<file path="src/hw/rtl/assert_macros.svh">
// Assertion macros shared by the motor command framer RTL.
// Expects i_clk and i_rst_n in the scope of each use.
`ifndef ASSERT_MACROS_SVH
`define ASSERT_MACROS_SVH

// Plain property, checked at every clock edge outside reset.
`define CMFR_ASSERT(lbl, prop) \
    lbl: assert property (@(posedge i_clk) disable iff (!i_rst_n) (prop)) \
        else $error("cmfr assertion failed");

// Same-cycle implication.
`define CMFR_ASSERT_IMPL(lbl, ante, cons) \
    lbl: assert property (@(posedge i_clk) disable iff (!i_rst_n) (ante) |-> (cons)) \
        else $error("cmfr implication failed");

`endif

</file>
<file path="src/hw/rtl/cmfr_pkg.sv">
// Package for the motor command framer: codes, limits and shared types.
// No dependencies; imported by every module of the block.
`timescale 1ns / 1ps

package cmfr_pkg;

    // Command codes
    localparam logic [2:0] CMD_SET      = 3'd0;
    localparam logic [2:0] CMD_TICK     = 3'd1;
    localparam logic [2:0] CMD_ENABLE   = 3'd2;
    localparam logic [2:0] CMD_ESTOP    = 3'd3;
    localparam logic [2:0] CMD_WD_RESET = 3'd4;

    // Reply / status codes
    localparam logic [1:0] ST_OK      = 2'd0;
    localparam logic [1:0] ST_INVALID = 2'd1;
    localparam logic [1:0] ST_TIMEOUT = 2'd2;
    localparam logic [1:0] ST_SAFETY  = 2'd3;

    // Target modes
    localparam logic [1:0] MODE_DIRECT   = 2'd0;
    localparam logic [1:0] MODE_VELOCITY = 2'd1;
    localparam logic [1:0] MODE_DUTY     = 2'd2;
    localparam logic [1:0] MODE_INVALID  = 2'd3;

    // Config register indexes
    localparam logic [1:0] CFG_FB_CAN_ID  = 2'd0;
    localparam logic [1:0] CFG_SPEED_GAIN = 2'd1;
    localparam logic [1:0] CFG_WD_TIMEOUT = 2'd2;
    localparam logic [1:0] CFG_UNIT_ID    = 2'd3;

    localparam logic [9:0]  FB_CAN_ID_RST  = 10'h201;
    localparam logic [15:0] SPEED_GAIN_RST = 16'd256;
    localparam logic [15:0] WD_TIMEOUT_RST = 16'd100;
    localparam logic [7:0]  UNIT_ID_RST    = 8'd0;

    // Gain of 10.0 in Q8.8; above it the motor is voltage driven
    localparam logic [15:0] GAIN_TEN_Q8 = 16'd2560;

    localparam logic [16:0] TICK_MAX = 17'h1FFFF;

    localparam logic [15:0] VOLT_LIMIT = 16'd30000;
    localparam logic [15:0] CURR_LIMIT = 16'd16384;
    localparam logic [15:0] DUTY_VOLT  = 16'd30000;
    localparam logic [15:0] DUTY_CURR  = 16'd10000;
    localparam logic [9:0]  VEL_CURR_K = 10'd1000;

    // Feedback id ranges and frame ids
    localparam logic [9:0]  FB_BASE_LO  = 10'h201;
    localparam logic [9:0]  FB_BASE_MID = 10'h205;
    localparam logic [9:0]  FB_BASE_HI  = 10'h209;
    localparam logic [9:0]  FB_TOP_LO   = 10'h204;
    localparam logic [9:0]  FB_TOP_HI   = 10'h20B;
    localparam logic [10:0] FRAME_ID_LO  = 11'h200;
    localparam logic [10:0] FRAME_ID_MID = 11'h1FF;
    localparam logic [10:0] FRAME_ID_HI  = 11'h2FF;

    localparam int QUEUE_DEPTH_DEF = 2;

    typedef struct packed {
        logic [9:0]  fb_can_id;
        logic [15:0] speed_gain;
        logic [15:0] wd_timeout;
        logic [7:0]  unit_id;
    } t_cfg;

    // One classified command travelling from front to back end
    typedef struct packed {
        logic [1:0]  reply;
        logic [1:0]  status;
        logic        enabled;
        logic [15:0] timeouts;
        logic        frame_valid;
        logic        scaled;      // frame carries a scaled target, else zero
        logic        neg;
        logic [31:0] mag;
        logic [15:0] mult_b;      // gain, duty scale or one
        logic        vel_cur;     // velocity mode on a current-type motor
        logic        shift24;     // product is Q24, else Q16
        logic        volt;
        logic [10:0] frame_id;
        logic [1:0]  slot;
    } t_job;

    typedef struct packed {
        logic [1:0]  reply_code;
        logic [1:0]  stored_status;
        logic        is_enabled;
        logic [15:0] timeouts_seen;
        logic        frame_valid;
        logic [10:0] frame_id;
        logic [63:0] frame_data;
    } t_result;

endpackage

</file>
<file path="src/hw/rtl/cmfr_front.sv">
// Front end: accepts command beats, updates watchdog/enable/status state,
// and pushes a classified job. Depends on cmfr_pkg and assert_macros.svh.
`timescale 1ns / 1ps
`include "assert_macros.svh"

module cmfr_front import cmfr_pkg::*; (
    input  logic               i_clk,
    input  logic               i_rst_n,
    input  t_cfg               i_cfg,
    input  logic               i_valid,
    output logic               o_stall,
    input  logic [2:0]         i_command,
    input  logic [7:0]         i_motor_id,
    input  logic               i_enable,
    input  logic [1:0]         i_mode,
    input  logic signed [31:0] i_target_value,
    input  logic               i_full,
    output logic               o_push,
    output t_job               o_job
);

    logic [16:0] r_elapsed, n_elapsed;
    logic        r_fired, n_fired;
    logic        r_enabled, n_enabled;
    logic [1:0]  r_status, n_status;
    logic [15:0] r_total, n_total;

    logic [16:0] tick_inc;
    logic        fire;
    logic        tick_fire;
    logic        volt;
    logic [9:0]  base;
    t_job        job;

    assign o_stall = i_full;
    assign o_push  = i_valid && !i_full;
    assign o_job   = job;

    assign volt      = i_cfg.speed_gain > GAIN_TEN_Q8;
    assign tick_inc  = (r_elapsed == TICK_MAX) ? r_elapsed : r_elapsed + 17'd1;
    assign fire      = (tick_inc > {1'b0, i_cfg.wd_timeout}) && !r_fired;
    assign tick_fire = o_push && (i_command == CMD_TICK) && fire;

    always_comb begin
        if (volt) begin
            base = (i_cfg.fb_can_id >= FB_BASE_HI) ? FB_BASE_HI : FB_BASE_MID;
        end else begin
            base = (i_cfg.fb_can_id >= FB_BASE_MID) ? FB_BASE_MID : FB_BASE_LO;
        end
    end

    always_comb begin
        n_elapsed = r_elapsed;
        n_fired   = r_fired;
        n_enabled = r_enabled;
        n_status  = r_status;
        n_total   = r_total;

        job             = '0;
        job.reply       = ST_OK;
        job.volt        = volt;
        job.slot        = 2'(i_cfg.fb_can_id - base);
        job.neg         = i_target_value[31];
        job.mag         = i_target_value[31] ? 32'(-i_target_value) : 32'(i_target_value);
        job.vel_cur     = (i_mode == MODE_VELOCITY) && !volt;
        job.shift24     = (i_mode == MODE_VELOCITY);
        if (volt) begin
            job.frame_id = (i_cfg.fb_can_id >= FB_BASE_HI &&
                            i_cfg.fb_can_id <= FB_TOP_HI) ? FRAME_ID_HI : FRAME_ID_MID;
        end else begin
            job.frame_id = (i_cfg.fb_can_id >= FB_BASE_LO &&
                            i_cfg.fb_can_id <= FB_TOP_LO) ? FRAME_ID_LO : FRAME_ID_MID;
        end
        case (i_mode)
            MODE_VELOCITY: job.mult_b = i_cfg.speed_gain;
            MODE_DUTY:     job.mult_b = volt ? DUTY_VOLT : DUTY_CURR;
            default:       job.mult_b = 16'd1;
        endcase

        case (i_command)
            CMD_SET: begin
                if (i_motor_id != i_cfg.unit_id) begin
                    job.reply = ST_INVALID;
                end else begin
                    n_elapsed = '0;
                    n_fired   = 1'b0;
                    if (!i_enable) begin
                        job.frame_valid = 1'b1;
                        n_enabled       = 1'b0;
                    end else begin
                        n_enabled = 1'b1;
                        if (i_mode == MODE_INVALID) begin
                            job.reply = ST_INVALID;
                        end else begin
                            job.frame_valid = 1'b1;
                            job.scaled      = 1'b1;
                            n_status        = ST_OK;
                        end
                    end
                end
            end
            CMD_TICK: begin
                n_elapsed = tick_inc;
                if (fire) begin
                    n_fired         = 1'b1;
                    n_status        = ST_TIMEOUT;
                    n_total         = r_total + 16'd1;
                    job.frame_valid = 1'b1;
                end
                job.reply = n_status;
            end
            CMD_ENABLE: begin
                job.frame_valid = !i_enable;
                n_enabled       = i_enable;
            end
            CMD_ESTOP: begin
                job.frame_valid = 1'b1;
                n_enabled       = 1'b0;
                n_status        = ST_SAFETY;
                job.reply       = ST_SAFETY;
            end
            CMD_WD_RESET: begin
                n_elapsed = '0;
                n_fired   = 1'b0;
                if (r_status == ST_TIMEOUT) begin
                    n_status = ST_OK;
                end
            end
            default: begin
                job.reply = ST_INVALID;
            end
        endcase

        if (!job.scaled) begin
            job.neg = 1'b0;
        end
        job.status   = n_status;
        job.enabled  = n_enabled;
        job.timeouts = n_total;
    end

    always_ff @(posedge i_clk) begin
        if (!i_rst_n) begin
            r_elapsed <= '0;
            r_fired   <= 1'b0;
            r_enabled <= 1'b0;
            r_status  <= ST_OK;
            r_total   <= '0;
        end else if (o_push) begin
            r_elapsed <= n_elapsed;
            r_fired   <= n_fired;
            r_enabled <= n_enabled;
            r_status  <= n_status;
            r_total   <= n_total;
        end
    end

    `CMFR_ASSERT(a_fire_sets_timeout, tick_fire |=> (r_fired && r_status == ST_TIMEOUT))

endmodule

</file>
<file path="src/hw/rtl/cmfr_queue.sv">
// Short job queue between front and back end.
// Depends on cmfr_pkg and assert_macros.svh.
`timescale 1ns / 1ps
`include "assert_macros.svh"

module cmfr_queue import cmfr_pkg::*; #(
    parameter int DEPTH = QUEUE_DEPTH_DEF
) (
    input  logic i_clk,
    input  logic i_rst_n,
    input  logic i_push,
    input  t_job i_job,
    input  logic i_pop,
    output t_job o_head,
    output logic o_full,
    output logic o_empty
);

    localparam int AW = $clog2(DEPTH);
    localparam int CW = $clog2(DEPTH + 1);

    t_job          r_mem [DEPTH];
    logic [AW-1:0] r_wr_ptr;
    logic [AW-1:0] r_rd_ptr;
    logic [CW-1:0] r_count;

    assign o_full  = (r_count == CW'(DEPTH));
    assign o_empty = (r_count == '0);
    assign o_head  = r_mem[r_rd_ptr];

    always_ff @(posedge i_clk) begin
        if (i_push) begin
            r_mem[r_wr_ptr] <= i_job;
        end
    end

    always_ff @(posedge i_clk) begin
        if (!i_rst_n) begin
            r_wr_ptr <= '0;
            r_rd_ptr <= '0;
            r_count  <= '0;
        end else begin
            if (i_push) begin
                r_wr_ptr <= (r_wr_ptr == AW'(DEPTH - 1)) ? '0 : r_wr_ptr + AW'(1);
            end
            if (i_pop) begin
                r_rd_ptr <= (r_rd_ptr == AW'(DEPTH - 1)) ? '0 : r_rd_ptr + AW'(1);
            end
            case ({i_push, i_pop})
                2'b10:   r_count <= r_count + CW'(1);
                2'b01:   r_count <= r_count - CW'(1);
                default: r_count <= r_count;
            endcase
        end
    end

    `CMFR_ASSERT_IMPL(a_no_overflow, o_full, !i_push || i_pop)

endmodule

</file>
<file path="src/hw/rtl/cmfr_back.sv">
// Back end: scales the target (multiply, shift, saturate), builds the CAN
// frame and holds the result beat. Depends on cmfr_pkg and assert_macros.svh.
`timescale 1ns / 1ps
`include "assert_macros.svh"

module cmfr_back import cmfr_pkg::*; (
    input  logic    i_clk,
    input  logic    i_rst_n,
    input  logic    i_empty,
    input  t_job    i_head,
    output logic    o_pop,
    output logic    o_valid,
    input  logic    i_stall,
    output t_result o_result
);

    typedef enum logic [3:0] {
        S_IDLE  = 4'b0001,
        S_MUL   = 4'b0010,
        S_SCALE = 4'b0100,
        S_OUT   = 4'b1000
    } t_bstate;

    t_bstate     r_state, n_state;
    t_job        r_job;
    logic [47:0] r_prod;
    logic [31:0] r_q;
    logic        r_sat;
    t_result     r_out;
    logic        r_out_valid;

    logic        load_out;
    logic [39:0] prod_k;
    logic [15:0] lim;
    logic [15:0] mag_v;
    logic [15:0] val;
    logic [63:0] data;

    assign o_pop    = (r_state == S_IDLE) && !i_empty;
    assign load_out = (r_state == S_OUT) && (!r_out_valid || !i_stall);
    assign o_valid  = r_out_valid;
    assign o_result = r_out;

    // Current-type velocity needs a second factor; large products saturate anyway
    assign prod_k = 40'(r_prod[29:0] * VEL_CURR_K);

    assign lim   = r_job.volt ? VOLT_LIMIT : CURR_LIMIT;
    assign mag_v = (r_sat || r_q > {16'd0, lim}) ? lim : r_q[15:0];
    assign val   = r_job.neg ? 16'(-mag_v) : mag_v;

    always_comb begin
        case (r_job.slot)
            2'd0:    data = {val, 48'd0};
            2'd1:    data = {16'd0, val, 32'd0};
            2'd2:    data = {32'd0, val, 16'd0};
            default: data = {48'd0, val};
        endcase
    end

    always_comb begin
        n_state = r_state;
        case (r_state)
            S_IDLE:  if (!i_empty) n_state = i_head.scaled ? S_MUL : S_OUT;
            S_MUL:   n_state = S_SCALE;
            S_SCALE: n_state = S_OUT;
            S_OUT:   if (load_out) n_state = S_IDLE;
            default: n_state = S_IDLE;
        endcase
    end

    always_ff @(posedge i_clk) begin
        if (!i_rst_n) begin
            r_state     <= S_IDLE;
            r_out_valid <= 1'b0;
        end else begin
            r_state <= n_state;
            if (load_out) begin
                r_out_valid <= 1'b1;
            end else if (!i_stall) begin
                r_out_valid <= 1'b0;
            end
        end
    end

    always_ff @(posedge i_clk) begin
        if (o_pop) begin
            r_job <= i_head;
            r_q   <= '0;
            r_sat <= 1'b0;
        end
        if (r_state == S_MUL) begin
            r_prod <= r_job.mag * r_job.mult_b;
        end
        if (r_state == S_SCALE) begin
            if (r_job.vel_cur) begin
                r_q   <= {16'd0, prod_k[39:24]};
                r_sat <= |r_prod[47:30];
            end else if (r_job.shift24) begin
                r_q   <= {8'd0, r_prod[47:24]};
                r_sat <= 1'b0;
            end else begin
                r_q   <= r_prod[47:16];
                r_sat <= 1'b0;
            end
        end
        if (load_out) begin
            r_out.reply_code    <= r_job.reply;
            r_out.stored_status <= r_job.status;
            r_out.is_enabled    <= r_job.enabled;
            r_out.timeouts_seen <= r_job.timeouts;
            r_out.frame_valid   <= r_job.frame_valid;
            r_out.frame_id      <= r_job.frame_valid ? r_job.frame_id : 11'd0;
            r_out.frame_data    <= r_job.frame_valid ? data : 64'd0;
        end
    end

    `CMFR_ASSERT_IMPL(a_no_frame_is_zero, r_out_valid && !r_out.frame_valid, r_out.frame_id == 11'd0 && r_out.frame_data == 64'd0)
    `CMFR_ASSERT_IMPL(a_mul_only_scaled, r_state == S_MUL, r_job.scaled && r_job.frame_valid)

endmodule

</file>
<file path="src/hw/rtl/can_motor_command_framer.sv">
// Accepted beats are queued. The back end pops one at a time in S_IDLE; scaled
// set commands then pass S_MUL (32x16 multiply) and S_SCALE (shift/second
// multiply), other commands go straight to S_OUT, which saturates, builds the
// frame and loads the output register when it is empty or being taken. The
// front takes a beat per cycle until the job queue fills.
// Reset (synchronous, active low) clears control state and loads config defaults.
`timescale 1ns / 1ps

module can_motor_command_framer import cmfr_pkg::*; #(
    parameter int QUEUE_DEPTH = QUEUE_DEPTH_DEF
) (
    input  logic               i_clk,
    input  logic               i_rst_n,
    // config write port
    input  logic               i_cfg_we,
    input  logic [1:0]         i_cfg_idx,
    input  logic [15:0]        i_cfg_wdata,
    // command channel
    input  logic               i_in_valid,
    output logic               o_in_stall,
    input  logic [2:0]         i_command,
    input  logic [7:0]         i_motor_id,
    input  logic               i_enable,
    input  logic [1:0]         i_mode,
    input  logic signed [31:0] i_target_value,
    // result channel
    output logic               o_out_valid,
    input  logic               i_out_stall,
    output logic [1:0]         o_reply_code,
    output logic [1:0]         o_stored_status,
    output logic               o_is_enabled,
    output logic [15:0]        o_timeouts_seen,
    output logic               o_frame_valid,
    output logic [10:0]        o_frame_id,
    output logic [63:0]        o_frame_data
);

    // Config registers. Writes must happen only while the block is idle (the user's
    // duty, not enforced), so front and back end (via the job) see stable values.
    t_cfg    r_cfg;

    t_job    front_job;
    logic    front_push;
    t_job    q_head;
    logic    q_full;
    logic    q_empty;
    logic    back_pop;
    t_result back_result;

    always_ff @(posedge i_clk) begin
        if (!i_rst_n) begin
            r_cfg.fb_can_id  <= FB_CAN_ID_RST;
            r_cfg.speed_gain <= SPEED_GAIN_RST;
            r_cfg.wd_timeout <= WD_TIMEOUT_RST;
            r_cfg.unit_id    <= UNIT_ID_RST;
        end else if (i_cfg_we) begin
            case (i_cfg_idx)
                CFG_FB_CAN_ID:  r_cfg.fb_can_id  <= i_cfg_wdata[9:0];
                CFG_SPEED_GAIN: r_cfg.speed_gain <= i_cfg_wdata;
                CFG_WD_TIMEOUT: r_cfg.wd_timeout <= i_cfg_wdata;
                CFG_UNIT_ID:    r_cfg.unit_id    <= i_cfg_wdata[7:0];
                default:        r_cfg            <= r_cfg;
            endcase
        end
    end

    // Front: classifies each command beat, owns the watchdog, enable flag,
    // status and timeout count, and precomputes the multiplier operand,
    // frame id and slot so the back end needs no config.
    cmfr_front u_front (
        .i_clk          (i_clk),
        .i_rst_n        (i_rst_n),
        .i_cfg          (r_cfg),
        .i_valid        (i_in_valid),
        .o_stall        (o_in_stall),
        .i_command      (i_command),
        .i_motor_id     (i_motor_id),
        .i_enable       (i_enable),
        .i_mode         (i_mode),
        .i_target_value (i_target_value),
        .i_full         (q_full),
        .o_push         (front_push),
        .o_job          (front_job)
    );

    // Job queue: front keeps taking beats while the back end multiplies.
    cmfr_queue #(
        .DEPTH (QUEUE_DEPTH)
    ) u_queue (
        .i_clk   (i_clk),
        .i_rst_n (i_rst_n),
        .i_push  (front_push),
        .i_job   (front_job),
        .i_pop   (back_pop),
        .o_head  (q_head),
        .o_full  (q_full),
        .o_empty (q_empty)
    );

    // Back: scale, saturate, place the 16-bit value in its slot, and hold
    // the result beat in an output register until the sink takes it.
    cmfr_back u_back (
        .i_clk    (i_clk),
        .i_rst_n  (i_rst_n),
        .i_empty  (q_empty),
        .i_head   (q_head),
        .o_pop    (back_pop),
        .o_valid  (o_out_valid),
        .i_stall  (i_out_stall),
        .o_result (back_result)
    );

    assign o_reply_code    = back_result.reply_code;
    assign o_stored_status = back_result.stored_status;
    assign o_is_enabled    = back_result.is_enabled;
    assign o_timeouts_seen = back_result.timeouts_seen;
    assign o_frame_valid   = back_result.frame_valid;
    assign o_frame_id      = back_result.frame_id;
    assign o_frame_data    = back_result.frame_data;

endmodule

</file>
<file path="config.mk">
export PLATFORM = sky130hd
export DESIGN_NAME = can_motor_command_framer
export DESIGN_NICKNAME = d
export VERILOG_FILES = /design/src/hw/rtl/cmfr_pkg.sv /design/src/hw/rtl/cmfr_front.sv /design/src/hw/rtl/cmfr_queue.sv /design/src/hw/rtl/cmfr_back.sv /design/src/hw/rtl/can_motor_command_framer.sv
export VERILOG_INCLUDE_DIRS = /design/src /design/src/hw/rtl
export SDC_FILE = /design/constraint.sdc
export NUM_CORES = 2
export LEC_CHECK = 0
export BUFFER_PORTS_ARGS = -buffer_cell sky130_fd_sc_hd__buf_2
export CORE_MARGIN = 5
export CORE_UTILIZATION = 40
export CTS_CLUSTER_DIAMETER = 40
export DETAILED_ROUTE_END_ITERATION = 10
export GPL_TIMING_DRIVEN = 1
export PLACE_DENSITY = 0.65
export SETUP_SLACK_MARGIN = 0.2
export SLEW_MARGIN = 20
export SYNTH_ARGS = -nofsm -noshare
export SYNTH_HDL_FRONTEND = slang
export SYNTH_SLANG_ARGS = --single-unit
</file>
<file path="constraint.sdc">
create_clock -name i_clk -period 18.5 [get_ports i_clk]
set_input_delay 2.775 -clock i_clk [delete_from_list [all_inputs] [get_ports i_clk]]
set_output_delay 2.775 -clock i_clk [all_outputs]
set_load 0.01 [all_outputs]
</file>
==> summary.md <==
| Metric | Value |
|---|---|
| Worst-Skew Late Latency | around 0.65 ns |
| Synthesized cell area | just over 0.04 mm² |
| Slew HR | about a quarter |
| Global routing's busiest layer | met2 |
| # fillers | 9524 |
| Post-synth EDFFs | about 410 |
| Most frequent CP cell | fa_1 |
| Crit-path leading delay family | adder cells |
| Multiplexer area fraction after synthesis | under 10% |
| Simple-gate area share of the yosys netlist | a little over an eighth |
| Largest family of logic cells by synthesized area | adder cells |
| Floorplan row count | ~120 |
| Yosys top cell area share | around 30% |
| Max Slew Vio Count | 0 |
| Fmax | 0.130 GHz |
| Worst path buffer plus inverter count | 2 |
| Critical register-to-register path endpoint | u_back.r_prod[46] |
| DP HPWL | just under 70000 µm |
| Flops & latches, synth | around 510 |
| CORE AREA | between 0.1 and 0.15 mm² |
| Clock-pin slew on the worst setup and hold paths | around 0.060 ns |
| Synth Area in Compound Gates | under 10% |
| Post-Syn Nets | 4581 |
| Number of setup buffers added after CTS | 0 |
| Root Buffer | clkbuf_16 |
| R2R depth | 19 |
| Final Worst Setup Slack | 10.78 ns |
| Required @ worst endpoint | around 19 ns |
| Hold Crit Class | flop to flop |
| Hold Crit Depth | 0 |
| Clock tree buffer depth | 3 |
| Final net count | ~4.7k |
| Largest net degree at the start of global routing | 96 |
| Number of I/O pins | around 170 |
| Die area | roughly 0.11 mm² |
| Period utilization | a little over two fifths |
| Ys Warns | 0 |
| All-Layer GR Usage | about 17% |
| Initial Util | ~40% |
| Fin. Hold Viols | 0 |
| Worst hold endpoint | u_back.o_result[94] |
| First-pass GRT wire length | ~150000 µm |
| Sequential area share after synthesis | a little over a third |
| Met1 usage | 22.4% |
| DR vias/cell | around 5.1 |
| Dpl ws | approximately 11 ns |
| CTS tree | done |
| Top cells by area, synth | edfxtp_1, fa_1, ha_1, inv_1, dfxtp_1 |
| Status | finished, final reports clean |
| Clock skew after layout | between 0.04 and 0.05 ns |
| Dominant cell type by area after synthesis | edfxtp_1 |
| Worst Path Arrival | ~8.1 ns |
| Max Cap Viol | 0 |
| Initial antenna violation count | 0 |
| Top cells by count, synth | fa_1, inv_1, nand2_1 |
| Hold_sp | u_back.r_job[85] |
| Worst r2r src | u_back.r_job[26] |
| Average size of a mapped cell | roughly 11 µm² |
| Min Hold Slack | approximately 0.40 ns |
| Iter 0 DRT Violations | between 1.5k and 2k |
| Ys async rst share | 0% |
| Number of global-route vias before repair | 28.2k |
| Post-CTS sizing | 0 |
| Met3 Usage GRT | roughly 2.4% |
| Diode count | 0 |
| Most common cell in the synthesized netlist | fa_1 |
| R2R setup slack | approximately 11 ns |
| CTS Buf Count | 78 |
| Critical-path cell list | buf_4 -> nand2_1 -> fa_1 -> inv_1 -> fa_1 -> fa_1 -> fa_1 -> fa_1 -> fa_1 -> ha_1 -> a2111o_1 -> a2111oi_0 -> nor3_1 -> a311o_1 -> a21oi_1 -> o31ai_1 -> a2111oi_0 -> o21bai_1 -> xor2_1 |
| Ratio of cells with drive above 1 in the final layout | 11.3% |
| Least-Margin Pin Slew | 1.14 ns |
| Tmin final | 7.72 ns |
| Post-CTS Hold Fix Bufs | 0 |
| Final WL | around 93000 µm |
| Synth Instances | 3752 |
| Setup crit end kind | flop |
| Clock Sinks | 506 |
| RSZ-0062 raised after global routing | no |
| TNS Setup | 0 ns |
| Router iterations before antenna repair | 7 |
| Post-Synth XOR/XNOR Area | 3.16% |
| Area growth syn-to-layout | 11.9% |
| Slowest cell on crit path | edfxtp_1 |
| Horiz. Die Dim | roughly 330 µm |
| Met2 GRT Util | just over 30% |
| Die Ht | roughly 330 µm |
| Final setup violation count | 0 |
| Core Util, Final | between 40% and 50% |
| H-tree depth | 3 |
| CP max FO | 20 |
| Post-Synth Adder-Cell Area | around a third |
| DRC Markers | 0 |
| Gr ovfl total | 0 |
| Top FF cell, synth | edfxtp_1 |
| Detailed-route wire length per cell | roughly 18 µm |
| Crit path from | u_back.r_job[26] |
| Final RePlAce weighted congestion | roughly 0.85 |
| DR vias | ~27k |
| CP Launch Type | flop |
| CP max stage delay | a little over 0.6 ns |
| Synth cell types | 74 |
| IO Port Bufs | around 170 |
| DRT antenna net count | 0 |
| Kind of critical path | flop to flop |
==> per-stage QoR <==
| step | instances | cell area [µm²] |
|---|---|---|
| after floorplan | 3752 | 41000 |
| after global placement | 5167 | 43200 |
| after detailed placement | 5168 | 43300 |
| after CTS | 5313 | 45900 |
| after global routing | 5313 | 45900 |
| final | 5313 | 45900 |
==> flip-flops by register name, summed over array words and instances (netlist names), 16 cells and up, named ones only <==
signal and count:
u_queue.r_mem 160, u_back.o_result 89, u_back.r_job 79, r_cfg 50, u_back.r_prod 48, u_back.r_q 32
u_front.r_elapsed 17, u_front.r_total 16
==> layer usage <==
layer,wire length (µm),vias to the layer above
met5,0,-
met4,2960,0
met3,4130,153
met2,47500,625
met1,38700,13800
li1,-,12500
==> placed cells by master, fill, tap and decap left out, drive strengths merged, types with 7 or more instances in the layout <==
cell type	n
and2	256
a21oi	96
o211ai	9
clkinv	27
a31oi	9
nor3b	8
o31ai	22
nand2b	19
mux2i	36
xor2	57
dfxtp	97
buf	198
xnor2	91
o21bai	9
clkbuf	85
nand2	481
o41ai	14
nor2	169
or3	8
mux2	86
fa	527
and3	21
a211oi	27
inv	541
o21ai	93
nand3	28
nand4	16
a21boi	42
nor2b	41
nor3	38
or4	12
clkinvlp	7
nor4	22
ha	233
o21a	11
a21o	28
edfxtp	409
==> how the worst max path moves through the flow <==
stage                         end  cells past startpoint
6_report        u_back.r_prod[46]                     19
5_1_grt         u_back.r_prod[46]                     19
4_1_cts         u_back.r_prod[46]                     19
3_5_place_dp    u_back.r_prod[46]                     19
3_3_place_gp    u_back.r_prod[46]                     18
2_1_floorplan  u_queue.r_count[1]                      4
==> worst register-to-register path, delay by kind of cell, from the launching register on <==
family / cells / cell delay (ns)
flip-flops: 1 / 0.62
buffers and inverters: 2 / 0.41
AO/OA/AOI/OAI: 7 / 2.47
adder cells (fa/ha/maj): 7 / 3.55
XOR/XNOR: 1 / 0.15
AND/OR/NAND/NOR: 2 / 0.25
==> kinds of logic after synthesis <==
logic type               Yosys count
XOR/XNOR                         148
adder cells (fa/ha/maj)          760
other                              1
AO/OA/AOI/OAI                    399
multiplexers                     122
buffers and inverters            670
flip-flops                       506
AND/OR/NAND/NOR                 1146
==> final cells by class <==
class                   instances  area, µm²  share of cell area, %
clock buffers                  85       1980                   4.31
clock inverters                60        661                   1.44
inverters                     520       1950                   4.25
multi-input cells            2576      24300                   52.9
flip-flops and latches        506      14200                   31.0
well taps                    1368       1710                   3.73
repair buffers                198       1080                   2.35
Power is not shown: default switching activity piles up to over one toggle a cycle in this logic, so the estimate is an artifact.
